File: src/rtl/mcbs_pkg.sv
package mcbs_pkg;

    // Field widths
    localparam int MS_W    = 16;
    localparam int LAMP_W  = 3;
    localparam int CHAR_W  = 8;
    localparam int SYM_MAX = 5;
    localparam int CNT_W   = 3;
    localparam int IDX_W   = 6;

    localparam int NUM_LAMPS   = 5;
    localparam int NUM_LETTERS = 26;

    // Register reset values
    localparam logic [LAMP_W-1:0] RST_LAMP       = 3'd0;
    localparam logic [MS_W-1:0]   RST_DOT_MS     = 16'd200;
    localparam logic [MS_W-1:0]   RST_DASH_MS    = 16'd600;
    localparam logic [MS_W-1:0]   RST_GAP_SYM_MS = 16'd200;
    localparam logic [MS_W-1:0]   RST_GAP_LET_MS = 16'd600;
    localparam logic [MS_W-1:0]   RST_GAP_WRD_MS = 16'd1400;

    // Register indexes (word address)
    localparam logic [2:0] REG_LAMP_SELECT   = 3'd0;
    localparam logic [2:0] REG_DOT_MS        = 3'd1;
    localparam logic [2:0] REG_DASH_MS       = 3'd2;
    localparam logic [2:0] REG_GAP_SYMBOL_MS = 3'd3;
    localparam logic [2:0] REG_GAP_LETTER_MS = 3'd4;
    localparam logic [2:0] REG_GAP_WORD_MS   = 3'd5;

    // Character codes
    localparam logic [CHAR_W-1:0] CHR_SPACE = 8'h20;
    localparam logic [CHAR_W-1:0] CHR_0     = 8'h30;
    localparam logic [CHAR_W-1:0] CHR_9     = 8'h39;
    localparam logic [CHAR_W-1:0] CHR_UA    = 8'h41;
    localparam logic [CHAR_W-1:0] CHR_UZ    = 8'h5A;
    localparam logic [CHAR_W-1:0] CHR_LA    = 8'h61;
    localparam logic [CHAR_W-1:0] CHR_LZ    = 8'h7A;

    typedef enum logic [1:0] {
        K_NONE  = 2'd0,
        K_SYM   = 2'd1,
        K_SPACE = 2'd2
    } t_kind;

    // Pattern left aligned: bit 4 is the first symbol, 1 = dash
    typedef struct packed {
        logic [CNT_W-1:0]   len;
        logic [SYM_MAX-1:0] pat;
    } t_pat;

    typedef struct packed {
        t_kind kind;
        t_pat  pat;
    } t_lookup;

    typedef struct packed {
        logic [LAMP_W-1:0] lamp_select;
        logic [MS_W-1:0]   dot_ms;
        logic [MS_W-1:0]   dash_ms;
        logic [MS_W-1:0]   gap_symbol_ms;
        logic [MS_W-1:0]   gap_letter_ms;
        logic [MS_W-1:0]   gap_word_ms;
    } t_cfg;

    // Morse table: letters A..Z then digits 0..9
    function automatic t_pat f_pattern(input logic [IDX_W-1:0] idx);
        logic [CNT_W-1:0]   len;
        logic [SYM_MAX-1:0] bits;
        t_pat               res;
        unique case (idx)
            6'd0:  begin len = 3'd2; bits = 5'd1;  end
            6'd1:  begin len = 3'd4; bits = 5'd8;  end
            6'd2:  begin len = 3'd4; bits = 5'd10; end
            6'd3:  begin len = 3'd3; bits = 5'd4;  end
            6'd4:  begin len = 3'd1; bits = 5'd0;  end
            6'd5:  begin len = 3'd4; bits = 5'd2;  end
            6'd6:  begin len = 3'd3; bits = 5'd6;  end
            6'd7:  begin len = 3'd4; bits = 5'd0;  end
            6'd8:  begin len = 3'd2; bits = 5'd0;  end
            6'd9:  begin len = 3'd4; bits = 5'd7;  end
            6'd10: begin len = 3'd3; bits = 5'd5;  end
            6'd11: begin len = 3'd4; bits = 5'd4;  end
            6'd12: begin len = 3'd2; bits = 5'd3;  end
            6'd13: begin len = 3'd2; bits = 5'd2;  end
            6'd14: begin len = 3'd3; bits = 5'd7;  end
            6'd15: begin len = 3'd4; bits = 5'd6;  end
            6'd16: begin len = 3'd4; bits = 5'd13; end
            6'd17: begin len = 3'd3; bits = 5'd2;  end
            6'd18: begin len = 3'd3; bits = 5'd0;  end
            6'd19: begin len = 3'd1; bits = 5'd1;  end
            6'd20: begin len = 3'd3; bits = 5'd1;  end
            6'd21: begin len = 3'd4; bits = 5'd1;  end
            6'd22: begin len = 3'd3; bits = 5'd3;  end
            6'd23: begin len = 3'd4; bits = 5'd9;  end
            6'd24: begin len = 3'd4; bits = 5'd11; end
            6'd25: begin len = 3'd4; bits = 5'd12; end
            6'd26: begin len = 3'd5; bits = 5'd31; end
            6'd27: begin len = 3'd5; bits = 5'd15; end
            6'd28: begin len = 3'd5; bits = 5'd7;  end
            6'd29: begin len = 3'd5; bits = 5'd3;  end
            6'd30: begin len = 3'd5; bits = 5'd1;  end
            6'd31: begin len = 3'd5; bits = 5'd0;  end
            6'd32: begin len = 3'd5; bits = 5'd16; end
            6'd33: begin len = 3'd5; bits = 5'd24; end
            6'd34: begin len = 3'd5; bits = 5'd28; end
            6'd35: begin len = 3'd5; bits = 5'd30; end
            default: begin len = 3'd1; bits = 5'd0; end
        endcase
        res.len = len;
        res.pat = SYM_MAX'(bits << (3'd5 - len));
        return res;
    endfunction

endpackage

File: src/rtl/mcbs_ifs.sv
interface mcbs_char_if;
    import mcbs_pkg::*;
    logic              valid;
    logic              ready;
    logic [CHAR_W-1:0] char_code;

    modport source (output valid, output char_code, input ready);
    modport sink   (input valid, input char_code, output ready);
endinterface

interface mcbs_desc_if;
    import mcbs_pkg::*;
    logic              valid;
    logic              ready;
    logic              lamp_on;
    logic [LAMP_W-1:0] lamp_index;
    logic [MS_W-1:0]   hold_ms;
    logic              end_of_char;

    modport source (output valid, output lamp_on, output lamp_index, output hold_ms,
                    output end_of_char, input ready);
    modport sink   (input valid, input lamp_on, input lamp_index, input hold_ms,
                    input end_of_char, output ready);
endinterface

File: src/rtl/mcbs_lookup.sv
module mcbs_lookup
    import mcbs_pkg::*;
(
    input  logic [CHAR_W-1:0] i_char_code,
    output t_lookup           o_lookup
);

    logic [IDX_W-1:0] idx;

    // Classify the character and form the table index
    always_comb begin
        idx           = '0;
        o_lookup.kind = K_NONE;
        if (i_char_code == CHR_SPACE) begin
            o_lookup.kind = K_SPACE;
        end else if (i_char_code >= CHR_UA && i_char_code <= CHR_UZ) begin
            o_lookup.kind = K_SYM;
            idx           = IDX_W'(i_char_code - CHR_UA);
        end else if (i_char_code >= CHR_LA && i_char_code <= CHR_LZ) begin
            o_lookup.kind = K_SYM;
            idx           = IDX_W'(i_char_code - CHR_LA);
        end else if (i_char_code >= CHR_0 && i_char_code <= CHR_9) begin
            o_lookup.kind = K_SYM;
            idx           = IDX_W'(i_char_code - CHR_0) + IDX_W'(NUM_LETTERS);
        end
        o_lookup.pat = f_pattern(idx);
    end

endmodule

File: src/rtl/mcbs_seq.sv
module mcbs_seq
    import mcbs_pkg::*;
(
    input  logic        i_clk,
    input  logic        i_rst_n,
    input  logic        i_start,
    input  t_lookup     i_lookup,
    input  t_cfg        i_cfg,
    output logic        o_idle,
    mcbs_desc_if.source o_desc
);

    typedef enum logic [4:0] {
        S_IDLE   = 5'b00001,
        S_ON     = 5'b00010,
        S_GAP    = 5'b00100,
        S_LETTER = 5'b01000,
        S_WORD   = 5'b10000
    } t_state;

    t_state             r_state, n_state;
    logic [SYM_MAX-1:0] r_pat, n_pat;
    logic [CNT_W-1:0]   r_cnt, n_cnt;

    logic               r_ov;
    logic               r_on;
    logic [LAMP_W-1:0]  r_lamp;
    logic [MS_W-1:0]    r_ms;
    logic               r_eoc;

    logic               can_load;
    logic               emit;
    logic               e_on;
    logic [MS_W-1:0]    e_ms;
    logic               e_eoc;

    assign can_load = !r_ov || o_desc.ready;
    assign o_idle   = (r_state == S_IDLE);

    // Symbol sequencer: one pattern bit shifted out per dot/dash
    always_comb begin
        n_state = r_state;
        n_pat   = r_pat;
        n_cnt   = r_cnt;
        emit    = 1'b0;
        e_on    = 1'b0;
        e_ms    = i_cfg.gap_symbol_ms;
        e_eoc   = 1'b0;
        unique case (r_state)
            S_IDLE: begin
                if (i_start) begin
                    unique case (i_lookup.kind)
                        K_SYM: begin
                            n_state = S_ON;
                            n_pat   = i_lookup.pat.pat;
                            n_cnt   = i_lookup.pat.len;
                        end
                        K_SPACE: n_state = S_WORD;
                        default: n_state = S_IDLE;
                    endcase
                end
            end
            S_ON: begin
                emit = can_load;
                e_on = 1'b1;
                e_ms = r_pat[SYM_MAX-1] ? i_cfg.dash_ms : i_cfg.dot_ms;
                if (can_load) n_state = S_GAP;
            end
            S_GAP: begin
                emit = can_load;
                if (can_load) begin
                    n_pat   = {r_pat[SYM_MAX-2:0], 1'b0};
                    n_cnt   = r_cnt - 1'b1;
                    n_state = (r_cnt == CNT_W'(1)) ? S_LETTER : S_ON;
                end
            end
            S_LETTER: begin
                emit  = can_load;
                e_ms  = i_cfg.gap_letter_ms;
                e_eoc = 1'b1;
                if (can_load) n_state = S_IDLE;
            end
            S_WORD: begin
                emit  = can_load;
                e_ms  = i_cfg.gap_word_ms;
                e_eoc = 1'b1;
                if (can_load) n_state = S_IDLE;
            end
            default: n_state = S_IDLE;
        endcase
    end

    always_ff @(posedge i_clk) begin
        if (!i_rst_n) begin
            r_state <= S_IDLE;
        end else begin
            r_state <= n_state;
        end
        r_pat <= n_pat;
        r_cnt <= n_cnt;
    end

    // Output word register
    always_ff @(posedge i_clk) begin
        if (!i_rst_n) begin
            r_ov <= 1'b0;
        end else if (emit) begin
            r_ov <= 1'b1;
        end else if (o_desc.ready) begin
            r_ov <= 1'b0;
        end
        if (emit) begin
            r_on   <= e_on;
            r_lamp <= i_cfg.lamp_select;
            r_ms   <= e_ms;
            r_eoc  <= e_eoc;
        end
    end

    assign o_desc.valid       = r_ov;
    assign o_desc.lamp_on     = r_on;
    assign o_desc.lamp_index  = r_lamp;
    assign o_desc.hold_ms     = r_ms;
    assign o_desc.end_of_char = r_eoc;

endmodule

File: src/rtl/morse_code_blink_sequencer.sv
// Morse blink sequencer. Each accepted character word (letter of either case,
// digit or space) yields a run of lamp descriptor words on the output channel:
// per symbol a lamp-on word (dot or dash length) and a lamp-off word
// (symbol gap), then a lamp-off word of letter-gap length marked end_of_char;
// a space yields one word-gap word. Other codes, or lamp_select above 4,
// yield nothing. One descriptor word leaves per cycle when the sink is ready;
// the symbol shift register and its sequencer handle one character at a time
// and the next character is taken once it has finished. Timing and lamp
// registers sit on an APB port at byte address 4*index and should be written
// only while the block is idle.
module morse_code_blink_sequencer
    import mcbs_pkg::*;
(
    input  logic        i_clk,
    input  logic        i_rst_n,
    mcbs_char_if.sink   i_char,
    mcbs_desc_if.source o_desc,
    input  logic        psel,
    input  logic        penable,
    input  logic        pwrite,
    input  logic [4:0]  paddr,
    input  logic [31:0] pwdata,
    output logic [31:0] prdata,
    output logic        pready
);

    t_cfg       r_cfg;
    t_lookup    lookup;
    logic       seq_idle;
    logic       accept;
    logic       lamp_ok;
    logic [2:0] reg_idx;

    assign pready  = 1'b1;
    assign reg_idx = paddr[4:2];

    // Configuration registers
    always_ff @(posedge i_clk) begin
        if (!i_rst_n) begin
            r_cfg.lamp_select   <= RST_LAMP;
            r_cfg.dot_ms        <= RST_DOT_MS;
            r_cfg.dash_ms       <= RST_DASH_MS;
            r_cfg.gap_symbol_ms <= RST_GAP_SYM_MS;
            r_cfg.gap_letter_ms <= RST_GAP_LET_MS;
            r_cfg.gap_word_ms   <= RST_GAP_WRD_MS;
        end else if (psel && penable && pwrite) begin
            unique case (reg_idx)
                REG_LAMP_SELECT:   r_cfg.lamp_select   <= pwdata[LAMP_W-1:0];
                REG_DOT_MS:        r_cfg.dot_ms        <= pwdata[MS_W-1:0];
                REG_DASH_MS:       r_cfg.dash_ms       <= pwdata[MS_W-1:0];
                REG_GAP_SYMBOL_MS: r_cfg.gap_symbol_ms <= pwdata[MS_W-1:0];
                REG_GAP_LETTER_MS: r_cfg.gap_letter_ms <= pwdata[MS_W-1:0];
                REG_GAP_WORD_MS:   r_cfg.gap_word_ms   <= pwdata[MS_W-1:0];
                default: ;
            endcase
        end
    end

    // Register readback
    always_comb begin
        unique case (reg_idx)
            REG_LAMP_SELECT:   prdata = 32'(r_cfg.lamp_select);
            REG_DOT_MS:        prdata = 32'(r_cfg.dot_ms);
            REG_DASH_MS:       prdata = 32'(r_cfg.dash_ms);
            REG_GAP_SYMBOL_MS: prdata = 32'(r_cfg.gap_symbol_ms);
            REG_GAP_LETTER_MS: prdata = 32'(r_cfg.gap_letter_ms);
            REG_GAP_WORD_MS:   prdata = 32'(r_cfg.gap_word_ms);
            default:           prdata = '0;
        endcase
    end

    // Input word accept
    assign i_char.ready = seq_idle;
    assign accept       = i_char.valid && seq_idle;
    assign lamp_ok      = (r_cfg.lamp_select < LAMP_W'(NUM_LAMPS));

    mcbs_lookup u_lookup (
        .i_char_code (i_char.char_code),
        .o_lookup    (lookup)
    );

    mcbs_seq u_seq (
        .i_clk    (i_clk),
        .i_rst_n  (i_rst_n),
        .i_start  (accept && lamp_ok),
        .i_lookup (lookup),
        .i_cfg    (r_cfg),
        .o_idle   (seq_idle),
        .o_desc   (o_desc)
    );

endmodule

File: src/flat_wrapper.sv
// flat-port wrapper written by rule: the top's interface ports become plain ports
module morse_code_blink_sequencer_flat import mcbs_pkg::*;
  (i_clk, i_rst_n, psel, penable, pwrite, paddr, pwdata, prdata, pready, i_char_valid, i_char_char_code, i_char_ready, o_desc_valid, o_desc_lamp_on, o_desc_lamp_index, o_desc_hold_ms, o_desc_end_of_char, o_desc_ready);
  mcbs_char_if i_char_i ();
  mcbs_desc_if o_desc_i ();
  input  logic i_clk;
  input  logic i_rst_n;
  input  logic psel;
  input  logic penable;
  input  logic pwrite;
  input  logic [4:0] paddr;
  input  logic [31:0] pwdata;
  output logic [31:0] prdata;
  output logic pready;
  input wire logic [$bits(i_char_i.valid)-1:0] i_char_valid;
  input wire logic [$bits(i_char_i.char_code)-1:0] i_char_char_code;
  output wire logic [$bits(i_char_i.ready)-1:0] i_char_ready;
  output wire logic [$bits(o_desc_i.valid)-1:0] o_desc_valid;
  output wire logic [$bits(o_desc_i.lamp_on)-1:0] o_desc_lamp_on;
  output wire logic [$bits(o_desc_i.lamp_index)-1:0] o_desc_lamp_index;
  output wire logic [$bits(o_desc_i.hold_ms)-1:0] o_desc_hold_ms;
  output wire logic [$bits(o_desc_i.end_of_char)-1:0] o_desc_end_of_char;
  input wire logic [$bits(o_desc_i.ready)-1:0] o_desc_ready;
  assign i_char_i.valid = i_char_valid;
  assign i_char_i.char_code = i_char_char_code;
  assign i_char_ready = i_char_i.ready;
  assign o_desc_valid = o_desc_i.valid;
  assign o_desc_lamp_on = o_desc_i.lamp_on;
  assign o_desc_lamp_index = o_desc_i.lamp_index;
  assign o_desc_hold_ms = o_desc_i.hold_ms;
  assign o_desc_end_of_char = o_desc_i.end_of_char;
  assign o_desc_i.ready = o_desc_ready;
  morse_code_blink_sequencer u_core (.i_clk(i_clk), .i_rst_n(i_rst_n), .i_char(i_char_i), .o_desc(o_desc_i), .psel(psel), .penable(penable), .pwrite(pwrite), .paddr(paddr), .pwdata(pwdata), .prdata(prdata), .pready(pready));
endmodule
File: config.mk
export PLATFORM = sky130hd
export DESIGN_NAME = morse_code_blink_sequencer_flat
export DESIGN_NICKNAME = d
export VERILOG_FILES = /design/src/rtl/mcbs_pkg.sv /design/src/rtl/mcbs_ifs.sv /design/src/rtl/mcbs_lookup.sv /design/src/rtl/mcbs_seq.sv /design/src/rtl/morse_code_blink_sequencer.sv /design/src/flat_wrapper.sv
export SDC_FILE = /design/constraint.sdc
export NUM_CORES = 1
export LEC_CHECK = 0
export BUFFER_PORTS_ARGS = -buffer_cell sky130_fd_sc_hd__buf_2
export CORE_AREA = 2 2 109 111
export CTS_BUF_LIST = sky130_fd_sc_hd__clkbuf_8
export CTS_CLUSTER_SIZE = 40
export DETAILED_ROUTE_END_ITERATION = 8
export DIE_AREA = 0 0 111 113
export PLACE_DENSITY_LB_ADDON = 0.15
export SLEW_MARGIN = 20
export SYNTH_ARGS = -nofsm -noshare
export SYNTH_HDL_FRONTEND = slang
export SYNTH_SLANG_ARGS = --single-unit
File: constraint.sdc
create_clock -name i_clk -period 8.75 [get_ports i_clk]
set_clock_uncertainty 0.05 [all_clocks]
set_input_delay 0.875 -clock i_clk [delete_from_list [all_inputs] [get_ports i_clk]]
set_output_delay 0.875 -clock i_clk [all_outputs]
set_load 0.05 [all_outputs]
==> results.toml <==
[status]
status = "finished clean"

[sta]
maxClockFrequency_ghz = 0.219
unrepaired_setup_endpoints_after_global_routing = "false"
maxSlewViolCount = 0
timing_worst_slew_pin_value_ns = 1.17
finalSetupTns_ns = 0
report.final.hold_viol_count = 0
whs_ns = 0.431
worst_slew_margin_rel_pct = 21.8
layout_worst_path_cycle_share_pct = 52.1
timing.final.ws_setup_ns = 4.19
setup-violations-final = 0
finalWorstPathRequiredPeriod_ns = 4.56

[pwr]
pwr-share-seq_pct = 47.8
vdd_ir_drop_max_mv = 0.128
internal_power_mw = 0.850
pwr-share-clk_pct = 36.2
power-per-cell-area_mw_per_mm2 = 155
pwr-share-comb_pct = 16.1
netSwitchingPower_mw = 0.353
p_leak_nw = 2.95
power.share.switching_pct = 29.3

[route]
postRouteWirelength_um = 20000
vias = 6710
drtIter0Drc = 627
first_pass_iters = 5
viasPerCell = 6.34
drc = 0
ant_nets = 0
route.detailed.wl_per_inst_um = 18.9

[finish]
layout_common_cells = "sky130_fd_sc_hd__nand2_1, sky130_fd_sc_hd__dfxtp_1, sky130_fd_sc_hd__buf_2"
ff_latch_area_sq_mm = 0.00265
number_of_antenna_diodes = 0
multi_input_area_sq_mm = 0.00409
synthToLayoutAreaGrowth_pct = 9.93
mostFrequentLayoutCell = "sky130_fd_sc_hd__nand2_1"
nets = 971
num-fill-cells = 917
final_layout_size_suffix_gt1_share_pct = 17.5

[cts]
cts_buffer_depth = 2
clkTransAtPathRegs_ns = 0.07
clock_root_buffer = "sky130_fd_sc_hd__clkbuf_8"
cts.repair.resized = 0
h_tree_depth_reported_by_cts = 4
clk_latency_ns = 0.45
post-cts-setup-buffers = 0
tritoncts_num_sinks = 118
cts_hold_buf = 0
clock_tree_from_tritoncts = "yes"
cts_inserted_buffers = 17

[yosys]
sequential_element_share_of_the_synthesized_area_pct = 37.5
syn_avg_cell_area_sq_um = 8.21
synthesis.area_sq_mm = 0.00707
yosysWarnings = 0
yosys.area.top_type = "sky130_fd_sc_hd__dfxtp_1"
async_reset_ff_share_pct = 0
syn_inst = 861
synthDominantCellAreaShare_pct = 25.2
synthesized_flop_and_latch_total = 118
post_synth_num_cell_types = 67
netlist_top_cells_area = "sky130_fd_sc_hd__dfxtp_1, sky130_fd_sc_hd__edfxtp_1, sky130_fd_sc_hd__nand2_1"
synth_edf_count = 29
synth-main-ff-cell = "sky130_fd_sc_hd__dfxtp_1"

[die]
floorplan.die_area_sq_mm = 0.0125
die_h_um = 113
row_count = 39
start_util_pct = 62.7
placeableCoreArea_sq_mm = 0.0113
dieWidth_um = 111
pin_count = 108

[worst_setup_path]
ws_path_type = "in2reg"
worst_setup_path_end_kind = "flop"
timing.critical_path.required_ns = 8.99
crit_path_max_fanout = 10
critPathArrivalTime_ns = 4.80
critical_path.startpoint_type = "input port"

[placed_design]
place_worst_setup_slack_ns = 3.81
hpwl_um = 13300
io_buffers = 72
place.gp.congestion = 0.927

[global_route]
grtUsageTotal_pct = 31.7
antenna_violations_before_repair = 0
grt_start_max_net_pins = 90
grt_overflow = 0
grt_pass1_wl_um = 31900
grt_pass1_vias = 6530

[hold_path]
hold_class = "reg2reg"

[flow_run]
max-cap-violations = 0
-- synth_stat cells (all sizes together) (3+ instances only) --
cell    instances
nand2         191
dfxtp          89
a21boi         65
nor2           59
a21oi          50
clkbuf         50
mux2i          37
a22oi          35
nand3          31
edfxtp         29
buf            26
o22ai          22
mux2           19
o21ai          17
ha             16
nor3           15
inv            14
o211ai          9
nor2b           8
or2             7
nand2b          6
o221ai          5
a311oi          4
a31oi           4
nor3b           4
xnor2           4
o211a           3
o31a            3
-- logic make-up after synthesis --
logic type / Yosys count / share of synthesized area (%)
compound gates: 237 / 23.7
simple gates: 337 / 20.7
xor+xnor: 4 / 0.496
flops: 118 / 37.5
other cells: 2 / 0.106
mux: 57 / 8.59
buf+inv: 90 / 6.04
fa+ha+maj: 16 / 2.83
-- metrics by stage --
step / power, mW / area, sq um / util, % / cells
floorplan: 0.733 / 7120 / - / 876
global placement: 0.771 / 7420 / 65.8 / 1027
detailed placement: 0.775 / 7420 / 65.8 / 1027
CTS: 1.20 / 7760 / 68.8 / 1059
global route: 1.25 / 7770 / 68.9 / 1059
finish: 1.20 / 7770 / 68.9 / 1059
-- path summary, 6_finish.rpt --
check                     startpoint                              end  slack (ns)  cells past startpoint
max reg2reg  u_core.u_seq.r_state[0]  u_core.u_seq.o_desc.hold_ms[12]        5.52                      6
min reg2reg          u_core.r_cfg[2]                  u_core.r_cfg[2]        0.43                      2
min                  u_core.r_cfg[2]                  u_core.r_cfg[2]        0.43                      2
max              i_char_char_code[0]            u_core.u_seq.r_pat[4]        4.19                     16
-- sequential cells by signal (all words and copies together), names as in the netlist, 3 cells and up --
register	count
u_core.u_seq.o_desc.hold_ms	16
u_core.u_seq.r_pat	5
u_core.u_seq.o_desc.lamp_index	3
u_core.u_seq.r_state	5
u_core.u_seq.r_cnt	3
u_core.r_cfg	83
-- critical path: stages --
cell	delay (ns)
sky130_fd_sc_hd__buf_2	0.16
sky130_fd_sc_hd__inv_1	0.19
sky130_fd_sc_hd__ha_1	0.26
sky130_fd_sc_hd__or4b_4	0.52
sky130_fd_sc_hd__o22ai_4	0.27
sky130_fd_sc_hd__nor2_1	0.13
sky130_fd_sc_hd__a21oi_1	0.46
sky130_fd_sc_hd__inv_1	0.15
sky130_fd_sc_hd__ha_1	0.44
sky130_fd_sc_hd__a21oi_1	0.15
sky130_fd_sc_hd__o32ai_1	0.13
sky130_fd_sc_hd__nor2_1	0.12
sky130_fd_sc_hd__a2bb2oi_1	0.26
sky130_fd_sc_hd__nand3_2	0.14
sky130_fd_sc_hd__a221o_1	0.38
sky130_fd_sc_hd__a31oi_1	0.15
-- power groups by stage --
stage               registers (mW)  clock network, mW  logic (mW)
finish                       0.575              0.435       0.193
detailed placement           0.586                  0       0.188
CTS                          0.574              0.437       0.189
floorplan                    0.586                  0       0.146
global placement             0.586                  0       0.185
global route                 0.575              0.465       0.206
-- layer usage --
layer	vias to the layer above	part of all wire, %	global-route usage (%)
li1	3117	-	-
met4	0	3.1	15.7
met3	65	7.0	6.75
met1	3184	39	35.6
met2	344	51	57.3
met5	-	0	0
-- cell type report --
type	instances	share of cell area, %
multi-input combinational	668	52.7
sequential	118	34.1
timing repair buffer	84	5.80
clock buffer	18	3.19
tap	143	2.30
clock inverter	14	1.19
inverter	14	0.676
Power figures use the tool's default switching activity.
